==> src/bbox_pkg.sv <==
// ----------------------------------------------------------------------------
// Bounding box package
// Shared widths, register indexes, reset values and the configuration bundle.
// ----------------------------------------------------------------------------
package bbox_pkg;

    localparam int CHAN_W = 8;
    localparam int SIZE_W = 13;
    localparam int POS_W = 12;
    localparam int CFG_IDX_W = 2;

    // Largest size that a 13-bit register can express.
    localparam int SIZE_FIELD_MAX = (1 << SIZE_W) - 1;

    localparam int MAX_WIDTH_DEF = 4096;
    localparam int MAX_HEIGHT_DEF = 4096;

    localparam logic [SIZE_W-1:0] WIDTH_RESET = 13'd1920;
    localparam logic [SIZE_W-1:0] HEIGHT_RESET = 13'd1080;
    localparam logic [CHAN_W-1:0] THRESHOLD_RESET = 8'd2;

    typedef enum logic [CFG_IDX_W-1:0] {
        REG_FRAME_WIDTH = 2'd0,
        REG_FRAME_HEIGHT = 2'd1,
        REG_LEVEL_THRESHOLD = 2'd2
    } reg_index_t;

    typedef struct packed {
        logic [SIZE_W-1:0] col_last;
        logic [SIZE_W-1:0] row_last;
        logic [CHAN_W-1:0] threshold;
    } cfg_t;

endpackage

==> src/bbox_if.sv <==
// ----------------------------------------------------------------------------
// Bounding box channel interfaces
// Valid/ready channels for pixels, box results and register writes.
// ----------------------------------------------------------------------------
interface bbox_pixel_if;
    logic                          valid;
    logic                          ready;
    logic [bbox_pkg::CHAN_W-1:0]   blue;
    logic [bbox_pkg::CHAN_W-1:0]   green;
    logic [bbox_pkg::CHAN_W-1:0]   red;
    logic [bbox_pkg::CHAN_W-1:0]   alpha;

    modport source (output valid, blue, green, red, alpha, input ready);
    modport sink (input valid, blue, green, red, alpha, output ready);
endinterface

interface bbox_box_if;
    logic                          valid;
    logic                          ready;
    logic [bbox_pkg::POS_W-1:0]    box_x;
    logic [bbox_pkg::POS_W-1:0]    box_y;
    logic [bbox_pkg::SIZE_W-1:0]   box_w;
    logic [bbox_pkg::SIZE_W-1:0]   box_h;
    logic                          found;

    modport source (output valid, box_x, box_y, box_w, box_h, found, input ready);
    modport sink (input valid, box_x, box_y, box_w, box_h, found, output ready);
endinterface

interface bbox_cfg_if;
    logic                           valid;
    logic                           ready;
    logic [bbox_pkg::CFG_IDX_W-1:0] index;
    logic [bbox_pkg::SIZE_W-1:0]    data;

    modport source (output valid, index, data, input ready);
    modport sink (input valid, index, data, output ready);
endinterface

==> src/bbox_cfg.sv <==
// ----------------------------------------------------------------------------
// Bounding box configuration registers
// Holds frame size and threshold, and derives the clamped last column and row.
// ----------------------------------------------------------------------------
module bbox_cfg #(
    parameter int MAX_WIDTH = bbox_pkg::MAX_WIDTH_DEF,
    parameter int MAX_HEIGHT = bbox_pkg::MAX_HEIGHT_DEF
) (
    input  logic              clk,
    input  logic              rst_n,
    bbox_cfg_if.sink          cfg,
    output bbox_pkg::cfg_t    frame_cfg
);

    logic [bbox_pkg::SIZE_W-1:0] width_reg;
    logic [bbox_pkg::SIZE_W-1:0] height_reg;
    logic [bbox_pkg::CHAN_W-1:0] threshold_reg;

    assign cfg.ready = 1'b1;

    always_ff @(posedge clk or negedge rst_n)
    begin
        if (!rst_n)
        begin
            width_reg <= bbox_pkg::WIDTH_RESET;
            height_reg <= bbox_pkg::HEIGHT_RESET;
            threshold_reg <= bbox_pkg::THRESHOLD_RESET;
        end
        else if (cfg.valid)
        begin
            case (bbox_pkg::reg_index_t'(cfg.index))
                bbox_pkg::REG_FRAME_WIDTH:     width_reg <= cfg.data;
                bbox_pkg::REG_FRAME_HEIGHT:    height_reg <= cfg.data;
                bbox_pkg::REG_LEVEL_THRESHOLD:
                    threshold_reg <= cfg.data[bbox_pkg::CHAN_W-1:0];
                default:
                begin
                end
            endcase
        end
    end

    // A size of zero acts as one; a size above the maximum acts as the maximum.
    always_comb
    begin
        if (width_reg == '0)
            frame_cfg.col_last = '0;
        else if (32'(width_reg) > MAX_WIDTH)
            frame_cfg.col_last = bbox_pkg::SIZE_W'(MAX_WIDTH - 1);
        else
            frame_cfg.col_last = width_reg - 1'b1;

        if (height_reg == '0)
            frame_cfg.row_last = '0;
        else if (32'(height_reg) > MAX_HEIGHT)
            frame_cfg.row_last = bbox_pkg::SIZE_W'(MAX_HEIGHT - 1);
        else
            frame_cfg.row_last = height_reg - 1'b1;

        frame_cfg.threshold = threshold_reg;
    end

endmodule

==> src/bbox_track.sv <==
// ----------------------------------------------------------------------------
// Bounding box tracker
// Input register, position counters, extent trackers and result register.
// ----------------------------------------------------------------------------
module bbox_track #(
    parameter int MAX_WIDTH = bbox_pkg::MAX_WIDTH_DEF,
    parameter int MAX_HEIGHT = bbox_pkg::MAX_HEIGHT_DEF
) (
    input  logic              clk,
    input  logic              rst_n,
    input  bbox_pkg::cfg_t    frame_cfg,
    bbox_pixel_if.sink        pixel,
    bbox_box_if.source        box
);

    localparam int COL_LIMIT = (MAX_WIDTH > bbox_pkg::SIZE_FIELD_MAX) ?
                               bbox_pkg::SIZE_FIELD_MAX : MAX_WIDTH;
    localparam int ROW_LIMIT = (MAX_HEIGHT > bbox_pkg::SIZE_FIELD_MAX) ?
                               bbox_pkg::SIZE_FIELD_MAX : MAX_HEIGHT;
    localparam int COL_W = (COL_LIMIT > 1) ? $clog2(COL_LIMIT) : 1;
    localparam int ROW_W = (ROW_LIMIT > 1) ? $clog2(ROW_LIMIT) : 1;

    logic             stage_valid_reg;
    logic             visible_reg;
    logic [COL_W-1:0] col_reg;
    logic [COL_W-1:0] col_next;
    logic [ROW_W-1:0] row_reg;
    logic [ROW_W-1:0] row_next;
    logic [COL_W-1:0] min_col_reg;
    logic [COL_W-1:0] min_col_next;
    logic [COL_W-1:0] max_col_reg;
    logic [COL_W-1:0] max_col_next;
    logic [ROW_W-1:0] min_row_reg;
    logic [ROW_W-1:0] min_row_next;
    logic [ROW_W-1:0] max_row_reg;
    logic [ROW_W-1:0] max_row_next;
    logic             seen_reg;
    logic             seen_next;
    logic             out_valid_reg;

    logic [bbox_pkg::POS_W-1:0]  box_x_reg;
    logic [bbox_pkg::POS_W-1:0]  box_y_reg;
    logic [bbox_pkg::SIZE_W-1:0] box_w_reg;
    logic [bbox_pkg::SIZE_W-1:0] box_h_reg;
    logic                        found_reg;

    logic visible;
    logic row_end;
    logic frame_end;
    logic emit;
    logic advance;

    assign visible = (pixel.blue > frame_cfg.threshold) ||
                     (pixel.green > frame_cfg.threshold) ||
                     (pixel.red > frame_cfg.threshold) ||
                     (pixel.alpha > frame_cfg.threshold);

    assign row_end = bbox_pkg::SIZE_W'(col_reg) >= frame_cfg.col_last;
    assign frame_end = bbox_pkg::SIZE_W'(row_reg) >= frame_cfg.row_last;
    assign emit = row_end && frame_end;

    // The pixel held in the input register moves on unless it closes a frame
    // while the previous result is still waiting.
    assign advance = stage_valid_reg && (!emit || !out_valid_reg || box.ready);
    assign pixel.ready = !stage_valid_reg || advance;

    always_comb
    begin
        min_col_next = min_col_reg;
        max_col_next = max_col_reg;
        min_row_next = min_row_reg;
        max_row_next = max_row_reg;
        if (visible_reg)
        begin
            if (!seen_reg || col_reg < min_col_reg)
                min_col_next = col_reg;
            if (!seen_reg || col_reg > max_col_reg)
                max_col_next = col_reg;
            if (!seen_reg || row_reg < min_row_reg)
                min_row_next = row_reg;
            if (!seen_reg || row_reg > max_row_reg)
                max_row_next = row_reg;
        end
        seen_next = seen_reg || visible_reg;

        col_next = row_end ? '0 : col_reg + 1'b1;
        row_next = row_reg;
        if (row_end)
            row_next = frame_end ? '0 : row_reg + 1'b1;
    end

    always_ff @(posedge clk or negedge rst_n)
    begin
        if (!rst_n)
        begin
            stage_valid_reg <= 1'b0;
            col_reg <= '0;
            row_reg <= '0;
            seen_reg <= 1'b0;
            out_valid_reg <= 1'b0;
        end
        else
        begin
            if (pixel.ready)
                stage_valid_reg <= pixel.valid;

            if (advance)
            begin
                col_reg <= col_next;
                row_reg <= row_next;
                seen_reg <= emit ? 1'b0 : seen_next;
            end

            if (advance && emit)
                out_valid_reg <= 1'b1;
            else if (box.ready)
                out_valid_reg <= 1'b0;
        end
    end

    always_ff @(posedge clk)
    begin
        if (pixel.ready && pixel.valid)
            visible_reg <= visible;

        if (advance)
        begin
            min_col_reg <= min_col_next;
            max_col_reg <= max_col_next;
            min_row_reg <= min_row_next;
            max_row_reg <= max_row_next;
        end

        if (advance && emit)
        begin
            if (seen_next)
            begin
                box_x_reg <= bbox_pkg::POS_W'(min_col_next);
                box_y_reg <= bbox_pkg::POS_W'(min_row_next);
                box_w_reg <= bbox_pkg::SIZE_W'({1'b0, max_col_next} -
                                               {1'b0, min_col_next} + 1'b1);
                box_h_reg <= bbox_pkg::SIZE_W'({1'b0, max_row_next} -
                                               {1'b0, min_row_next} + 1'b1);
                found_reg <= 1'b1;
            end
            else
            begin
                box_x_reg <= '0;
                box_y_reg <= '0;
                box_w_reg <= '0;
                box_h_reg <= '0;
                found_reg <= 1'b0;
            end
        end
    end

    assign box.valid = out_valid_reg;
    assign box.box_x = box_x_reg;
    assign box.box_y = box_y_reg;
    assign box.box_w = box_w_reg;
    assign box.box_h = box_h_reg;
    assign box.found = found_reg;

endmodule

==> src/pixel_bounding_box.sv <==
// Output: a frame's last pixel passes the input register, and its box request is then held in the result register.
// Throughput: one pixel per cycle; the input stalls only when a frame ends while the
// previous frame's box request is still waiting on the output register.
// Reset: position counters and the seen flag clear, and the registers return to
// width 1920, height 1080 and threshold 2.
// ----------------------------------------------------------------------------
// Pixel bounding box
// Finds the tight box around the visible pixels of each raster-order frame.
// ----------------------------------------------------------------------------
module pixel_bounding_box #(
    parameter int MAX_WIDTH = bbox_pkg::MAX_WIDTH_DEF,
    parameter int MAX_HEIGHT = bbox_pkg::MAX_HEIGHT_DEF
) (
    input  logic          clk,
    input  logic          rst_n,
    bbox_pixel_if.sink    pixel,
    bbox_box_if.source    box,
    bbox_cfg_if.sink      cfg
);

    bbox_pkg::cfg_t cfg_bus;

    bbox_cfg #(
        .MAX_WIDTH  (MAX_WIDTH),
        .MAX_HEIGHT (MAX_HEIGHT)
    ) u_cfg (
        .clk       (clk),
        .rst_n     (rst_n),
        .cfg       (cfg),
        .frame_cfg (cfg_bus)
    );

    bbox_track #(
        .MAX_WIDTH  (MAX_WIDTH),
        .MAX_HEIGHT (MAX_HEIGHT)
    ) u_track (
        .clk       (clk),
        .rst_n     (rst_n),
        .frame_cfg (cfg_bus),
        .pixel     (pixel),
        .box       (box)
    );

endmodule

==> src/flat_wrapper.sv <==
// flat-port wrapper written by rule: the top's interface ports become plain ports
module pixel_bounding_box_flat 
#(
    parameter int MAX_WIDTH = bbox_pkg::MAX_WIDTH_DEF,
    parameter int MAX_HEIGHT = bbox_pkg::MAX_HEIGHT_DEF
)
  (clk, rst_n, pixel_valid, pixel_blue, pixel_green, pixel_red, pixel_alpha, pixel_ready, box_valid, box_box_x, box_box_y, box_box_w, box_box_h, box_found, box_ready, cfg_valid, cfg_index, cfg_data, cfg_ready);
  bbox_pixel_if pixel_i ();
  bbox_box_if box_i ();
  bbox_cfg_if cfg_i ();
  input  logic clk;
  input  logic rst_n;
  input wire logic [$bits(pixel_i.valid)-1:0] pixel_valid;
  input wire logic [$bits(pixel_i.blue)-1:0] pixel_blue;
  input wire logic [$bits(pixel_i.green)-1:0] pixel_green;
  input wire logic [$bits(pixel_i.red)-1:0] pixel_red;
  input wire logic [$bits(pixel_i.alpha)-1:0] pixel_alpha;
  output wire logic [$bits(pixel_i.ready)-1:0] pixel_ready;
  output wire logic [$bits(box_i.valid)-1:0] box_valid;
  output wire logic [$bits(box_i.box_x)-1:0] box_box_x;
  output wire logic [$bits(box_i.box_y)-1:0] box_box_y;
  output wire logic [$bits(box_i.box_w)-1:0] box_box_w;
  output wire logic [$bits(box_i.box_h)-1:0] box_box_h;
  output wire logic [$bits(box_i.found)-1:0] box_found;
  input wire logic [$bits(box_i.ready)-1:0] box_ready;
  input wire logic [$bits(cfg_i.valid)-1:0] cfg_valid;
  input wire logic [$bits(cfg_i.index)-1:0] cfg_index;
  input wire logic [$bits(cfg_i.data)-1:0] cfg_data;
  output wire logic [$bits(cfg_i.ready)-1:0] cfg_ready;
  assign pixel_i.valid = pixel_valid;
  assign pixel_i.blue = pixel_blue;
  assign pixel_i.green = pixel_green;
  assign pixel_i.red = pixel_red;
  assign pixel_i.alpha = pixel_alpha;
  assign pixel_ready = pixel_i.ready;
  assign box_valid = box_i.valid;
  assign box_box_x = box_i.box_x;
  assign box_box_y = box_i.box_y;
  assign box_box_w = box_i.box_w;
  assign box_box_h = box_i.box_h;
  assign box_found = box_i.found;
  assign box_i.ready = box_ready;
  assign cfg_i.valid = cfg_valid;
  assign cfg_i.index = cfg_index;
  assign cfg_i.data = cfg_data;
  assign cfg_ready = cfg_i.ready;
  pixel_bounding_box #(.MAX_WIDTH(MAX_WIDTH), .MAX_HEIGHT(MAX_HEIGHT)) u_core (.clk(clk), .rst_n(rst_n), .pixel(pixel_i), .box(box_i), .cfg(cfg_i));
endmodule
==> config.mk <==
export PLATFORM = sky130hd
export DESIGN_NAME = pixel_bounding_box_flat
export DESIGN_NICKNAME = d
export VERILOG_FILES = /design/src/bbox_pkg.sv /design/src/bbox_if.sv /design/src/bbox_cfg.sv /design/src/bbox_track.sv /design/src/pixel_bounding_box.sv /design/src/flat_wrapper.sv
export SDC_FILE = /design/constraint.sdc
export NUM_CORES = 1
export LEC_CHECK = 0
export BUFFER_PORTS_ARGS = -buffer_cell sky130_fd_sc_hd__buf_2
export CORE_MARGIN = 2
export CORE_UTILIZATION = 45
export DETAILED_ROUTE_END_ITERATION = 10
export PLACE_DENSITY = 0.71
export SYNTH_ARGS = -nofsm -noshare
export SYNTH_HDL_FRONTEND = slang
export SYNTH_SLANG_ARGS = --single-unit
==> constraint.sdc <==
create_clock -name clk -period 12.59 [get_ports clk]
set_clock_uncertainty 0.1 [all_clocks]
set_input_delay 1.8885 -clock clk [delete_from_list [all_inputs] [get_ports clk]]
set_output_delay 1.8885 -clock clk [all_outputs]
set_load 0.01 [all_outputs]
==> impl_metrics.csv, run 1 <==
group,metric,value,unit
worst_setup_path,slowest_stage,"a221o_1",
place,io_buffers,104,
worst_setup_path,critPathKind,"flip-flop to primary output",
layout,syn2layout_area_growth,13.23,%
worst_setup_path,path_cells,"inv_1, ha_1, nand2_1, or3_1, nor4_2, nand2_1, nor3_1, o21ai_0, ha_1, nor3b_1, o21ai_0, o2111ai_1, nand2_1, a221o_1, nand3_1, nor2_1, inv_1, buf_2",
layout,final_cells,1467,
place,hpwl,17150,um
timing,setup_viol,0,
die,ios,106,
flow_run,maxCapViolCount,0,
yosys,avgSynthCellArea,10.78,um2
power,power.leakage,5.805,nW
layout,nets,1336,
yosys,yosys_warnings,0,
worst_hold_path,hold_path.class,"flip-flop to flip-flop",
cts,holdBufCountCts,0,
worst_setup_path,crit_path_start_kind,"flip-flop",
routing,drtPass1Iterations,5,
timing,rsz0062_at_grt,"no",
worst_setup_path,critical-path-max-stage-delay,0.55,ns
worst_setup_path,crit_top_cell,"nand2_1",
timing,post-route-period-util,53.03,%
place,routabilityCongestion,0.8007,
layout,num_antenna_cells,0,
yosys,synth-edff-count,100,
cts,postCtsSetupRepairBufs,0,
routing,drt_iter0_drc,364,
yosys,syn_nets,1237,
worst_setup_path,cp_data_required_time,10.60,ns
timing,final_max_slew_viol_count,0,
timing,relSlewSlack,31.38,%
outcome,status,"complete, no violations",
cts,clkSinkCount,161,
grt,grt_use_total,18.71,%
worst_setup_path,cp_max_fo,17,
routing,wl_per_cell,16.02,um
yosys,synth_cell_types,65,
routing,drt-total-wl,23510,um
place,place_inst,1435,
yosys,synth.area.top_cells,"edfxtp_1 (27%), ha_1 (17%), dfrtp_1 (12%)",
die,dieWidth,161.1,um
yosys,yosys_register_bits,161,
cts,cts_buffer_depth,2,
die,coreArea,24250,um2
cts,cts_root_buffer,"clkbuf_16",
cts,cts_tree,"built",
timing,worstMarginPinSlew,1.025,ns
routing,vias,8006,
die,die_height,161.1,um
yosys,synthCells,1031,
routing,remaining_drc_errors,0,
grt,grt_pass1_wl,39190,um
yosys,async_flop_share,37.89,%
timing,fmax,149.8,MHz
cts,clock_latency,0.44,ns
die,dieArea,25960,um2
timing,hold_viol,0,
timing,min_period,6.676,ns
power,power.density,196.0,nW/um2
yosys,synth_top_area_share,27.03,%
yosys,synth_flop_cell,"edfxtp_1",
cts,clkTransAtPathRegs,0.07,ns
grt,grt_max_degree,63,
grt,grt_pass1_vias,7864,
die,rows,57,
layout,drive_gt1_share,21.00,%
routing,ant_nets,0,
yosys,ys_seq_area_share,40.87,%
cts,cts_repair_resize_count,0,
timing,setup_tns,0,ns
cts,cts_inserted_buffers,17,
yosys,synth_top_cell_by_area,"edfxtp_1",
cts,htreeDepth,4,
worst_setup_path,cp.arrival,4.69,ns
worst_setup_path,end_kind,"primary output",
yosys,syn-cell-area,11110,um2
die,start_util,45.82,%
grt,grt-ovfl-total,0,
grt,antenna_found_initial,0,
routing,via_per_inst,5.457,
power,max-vdd-ir-drop,0.09351,mV
path summary, 6_finish.rpt:
| path | from | end | slack (ns) | cells after the start |
|---|---|---|---|---|
| min in group asynchronous | rst_n | u_core.u_cfg.width_reg[2] | 1.50 | 2 |
| setup / recovery | u_core.u_cfg.width_reg[0] | pixel_ready | 5.91 | 18 |
| hold reg to reg | u_core.u_cfg.threshold_reg[7] | u_core.u_cfg.threshold_reg[7] | 0.41 | 1 |
| setup reg to reg | u_core.u_cfg.height_reg[0] | u_core.u_track.col_reg[9] | 6.72 | 18 |
| hold / removal | u_core.u_cfg.threshold_reg[7] | u_core.u_cfg.threshold_reg[7] | 0.41 | 1 |
| max in group asynchronous | rst_n | u_core.u_track.row_reg[4] | 10.37 | 2 |
cells in the final DEF (no fill, tap or decap), types with 11 or more instances in the layout:
cell	n
a21o_1	24
a21oi_1	45
a22o_1	26
and3_1	11
buf_2	104
clkbuf_16	17
dfrtp_1	52
edfxtp_1	100
ha_1	152
inv_1	81
mux2_2	64
mux2i_1	27
nand2_1	52
nand3_1	35
nor2_1	63
nor2b_1	14
nor3_1	18
o21a_1	13
o21ai_0	47
xnor2_1	17
xor2_1	24
Yosys cell counts, types with 14 or more instances:
| library cell | n |
|---|---|
| a21o_1 | 24 |
| a21oi_1 | 45 |
| a22o_1 | 26 |
| clkbuf_1 | 15 |
| dfrtp_1 | 52 |
| edfxtp_1 | 100 |
| ha_1 | 152 |
| inv_1 | 82 |
| mux2_2 | 64 |
| mux2i_1 | 27 |
| nand2_1 | 52 |
| nand3_1 | 35 |
| nor2_1 | 64 |
| nor2b_1 | 14 |
| nor3_1 | 18 |
| o21ai_0 | 47 |
| xnor2_1 | 17 |
| xor2_1 | 24 |
power breakdown:
group / internal [mW] / switching [mW] / total (mW) / leakage (nW)
registers: 0.709 / 0.120 / 0.829 / 1.68
clock network: 0.322 / 0.246 / 0.569 / 0.309
logic: 0.514 / 0.555 / 1.07 / 3.82
total: 1.54 / 0.922 / 2.47 / 5.80
kinds of logic after synthesis:
kind of cell / share of synthesized area (%)
other: 0.03375
buffers and inverters: 4.279
flip-flops: 40.87
adder cells (fa/ha/maj): 17.48
AND/OR/NAND/NOR: 11.55
XOR/XNOR: 3.232
AO/OA/AOI/OAI: 12.69
multiplexers: 9.865
final cells by class:
| class | instances | area [um2] |
|---|---|---|
| fillers | 2199 | 11670 |
| well taps | 324 | 405.4 |
| clock buffers | 17 | 425.4 |
| flip-flops and latches | 161 | 4541 |
| inverters | 82 | 307.8 |
| clock inverters | 15 | 214.0 |
| multi-input cells | 756 | 6107 |
| repair buffers | 112 | 580.6 |
per-layer routing:
| metal | up-vias | part of all wire, % | wire [um] | global-route usage [%] |
|---|---|---|---|---|
| li1 | 4014 | - | - | - |
| met1 | 3804 | 48 | 11300 | 25.13 |
| met2 | 165 | 47 | 10990 | 31.23 |
| met3 | 23 | 3.9 | 906 | 3.313 |
| met4 | 0 | 1.3 | 315 | 5.235 |
| met5 | - | 0 | 0 | 0 |
metrics by stage:
step | util [%] | total power, mW | setup WS (ns) | hold WS, ns | instance area (um2)
after global routing | 51.88 | 2.668 | 5.580 | 0.4315 | 12580
after detailed placement | 49.25 | 1.903 | 6.399 | 0.3940 | 11940
after CTS | 51.88 | 2.482 | 5.933 | 0.4106 | 12580
after floorplan | - | 1.665 | 7.167 | 0.3794 | 11110
after global placement | 49.25 | 1.867 | 6.598 | 0.3891 | 11940
final | 51.88 | 2.466 | 5.914 | 0.4068 | 12580
worst max-delay path, delay by kind of cell (launching register included):
| family | cells | cell delay (ns) |
|---|---|---|
| AOI/OAI and AO/OA | 4 | 0.97 |
| adders and majority gates | 2 | 0.49 |
| DFF | 1 | 0.40 |
| buffers and inverters | 3 | 0.31 |
| and+or+nand+nor | 9 | 2.06 |
Power figures use the tool's default switching activity.
==> run 2, diff against run 1 <==
--- a/config.mk
+++ b/config.mk
@@ -9,7 +9,7 @@
 export CORE_MARGIN = 2
 export CORE_UTILIZATION = 45
 export DETAILED_ROUTE_END_ITERATION = 10
-export PLACE_DENSITY = 0.71
+export PLACE_DENSITY = 0.74
 export SYNTH_ARGS = -nofsm -noshare
 export SYNTH_HDL_FRONTEND = slang
 export SYNTH_SLANG_ARGS = --single-unit
==> constraint.sdc (replaced) <==
create_clock -name clk -period 6.1 [get_ports clk]
set_clock_uncertainty 0.1 [all_clocks]
set_input_delay 0.915 -clock clk [delete_from_list [all_inputs] [get_ports clk]]
set_output_delay 0.915 -clock clk [all_outputs]
set_load 0.01 [all_outputs]
==> impl_metrics.csv, run 2 (synthesized netlist as in run 1, its figures left out) <==
group,metric,value,unit
cts,holdBufCountCts,0,
die,dieArea,25960,um2
timing,final_max_slew_viol_count,0,
cts,clock_latency,0.44,ns
routing,remaining_drc_errors,0,
layout,fillers,2160,
worst_setup_path,reg2reg_to,"u_core.u_track.box.box_h[11]",
power,power.leakage,5.832,nW
layout,final_cells,1474,
layout,nets,1343,
grt,grt_max_degree,62,
place,hpwl,18040,um
cts,cts_inserted_buffers,17,
die,start_util,45.82,%
timing,relSlewSlack,29.71,%
routing,drtPass1Iterations,5,
grt,grt_pass1_wl,40210,um
grt,grt_use_total,19.08,%
layout,num_antenna_cells,0,
die,ios,106,
place,place_area,12010,um2
worst_setup_path,cp.arrival,4.43,ns
routing,drt_iter0_drc,467,
worst_setup_path,cp_max_fo,17,
timing,post-route-period-util,89.32,%
timing,worstMarginPinSlew,1.050,ns
layout,fin_area,12620,um2
worst_setup_path,cp_data_required_time,5.08,ns
worst_hold_path,hold_path.class,"flip-flop to flip-flop",
layout,layout_commonest_cell,"ha_1",
grt,antenna_found_initial,0,
layout,mostFrequentLayoutCells,"ha_1 (152), buf_2 (104), edfxtp_1 (100)",
die,die_height,161.1,um
routing,vias,8170,
cts,cts_root_buffer,"clkbuf_16",
power,power.density,399.4,nW/um2
grt,grt-ovfl-total,0,
worst_setup_path,reg2reg_slack,0.93,ns
die,coreArea,24250,um2
routing,drt-total-wl,23840,um
routing,wl_per_cell,16.17,um
cts,cts_buffer_depth,2,
layout,drive_gt1_share,21.57,%
cts,clkSinkCount,161,
flow_run,maxCapViolCount,0,
cts,cts_tree,"built",
power,max-vdd-ir-drop,0.1953,mV
power,power,5.039,mW
place,io_buffers,104,
timing,fmax,183.5,MHz
cts,clkTransAtPathRegs,0.07,ns
worst_setup_path,startpoint,"u_core.u_cfg.width_reg[0]",
outcome,status,"complete, no violations",
worst_setup_path,end_kind,"primary output",
layout,syn2layout_area_growth,13.56,%
routing,via_per_inst,5.543,
die,rows,57,
place,place_inst,1442,
worst_setup_path,worstRegToRegCells,20,
grt,grt_pass1_vias,8167,
timing,setup_tns,0,ns
die,dieWidth,161.1,um
worst_setup_path,crit_path_start_kind,"flip-flop",
cts,htreeDepth,4,
timing,min_period,5.448,ns
routing,ant_nets,0,
worst_setup_path,cp-endpoint,"pixel_ready",
worst_setup_path,critPathKind,"flip-flop to primary output",
timing,setup_viol,0,
timing,hold_viol,0,
timing,rsz0062_at_grt,"no",
place,routabilityCongestion,0.8399,
worst_setup_path,reg2reg_from,"u_core.u_track.row_reg[1]",
## run 2: cell types whose count changed in the layout (fill, tap and decap cells not counted), sizes merged
cell	delta
clkinvlp	-1
clkinv	+4
buf	+7
bufinv	-3
## run 2: repair_timing
| item | 4_1_cts | 5_1_grt |
|---|---|---|
| setup endpoints to repair | 0 | 1 |
| gates resized for setup | 0 | 1 |
| buffers inserted | 0 | 0 |
## run 2: power breakdown
part | switching [mW] | total (mW) | internal [mW]
registers | 0.226 | 1.69 | 1.46
clock network | 0.532 | 1.09 | 0.558
logic | 1.18 | 2.26 | 1.08
total | 1.93 | 5.04 | 3.10
## run 2: layout make-up
class                      count  area [um2]  area share, %
clock inverter                15       183.9          1.458
sequential                   161        4541          35.99
clock buffer                  17       425.4          3.372
timing repair buffer         119       645.6          5.117
multi-input combinational    756        6108          48.41
tap                          324       405.4          3.213
inverter                      82       307.8          2.440
## run 2: critical path: stages, from the launching register on
cell and delay [ns]:
dfrtp_1 0.40, inv_1 0.09, ha_1 0.18, nand2_1 0.08
or3_1 0.37, nor4_2 0.26, nand2_1 0.17, or3_1 0.42
nand2_1 0.11, ha_1 0.26, and4_4 0.21, a221oi_2 0.25
nand2_1 0.13, a221o_2 0.50, nand3_1 0.23, nor2_1 0.13
inv_1 0.07, buf_2 0.12
## run 2: worst min path at each step
| stage | cells after the start | endpoint | start | slack, ns |
|---|---|---|---|---|
| after floorplan | 1 | u_core.u_cfg.threshold_reg[2] | u_core.u_cfg.threshold_reg[2] | 0.38 |
| after global placement | 1 | u_core.u_cfg.threshold_reg[5] | u_core.u_cfg.threshold_reg[5] | 0.39 |
| after detailed placement | 1 | u_core.u_cfg.threshold_reg[5] | u_core.u_cfg.threshold_reg[5] | 0.39 |
| after CTS | 1 | u_core.u_cfg.threshold_reg[5] | u_core.u_cfg.threshold_reg[5] | 0.41 |
| after global routing | 1 | u_core.u_cfg.threshold_reg[5] | u_core.u_cfg.threshold_reg[5] | 0.42 |
| final | 1 | u_core.u_cfg.threshold_reg[5] | u_core.u_cfg.threshold_reg[5] | 0.41 |
## run 2: per-layer routing
metal	vias to the layer above	wire length, um	track usage, %
met2	227	11200	31.80
met4	0	394	6.209
met1	3884	11020	25.49
met3	32	1229	3.107
li1	4027	-	-
met5	-	0	0
## run 2: metrics by stage
step | hold slack (ns) | utilization [%] | worst slack, ns
final | 0.4061 | 52.03 | 0.6517
after global routing | 0.4230 | 52.03 | 0.2289
after CTS | 0.4097 | 52.03 | 0.4799
after detailed placement | 0.3946 | 49.52 | 0.9255
after global placement | 0.3901 | 49.52 | 1.035
after floorplan | 0.3794 | - | 0.8239
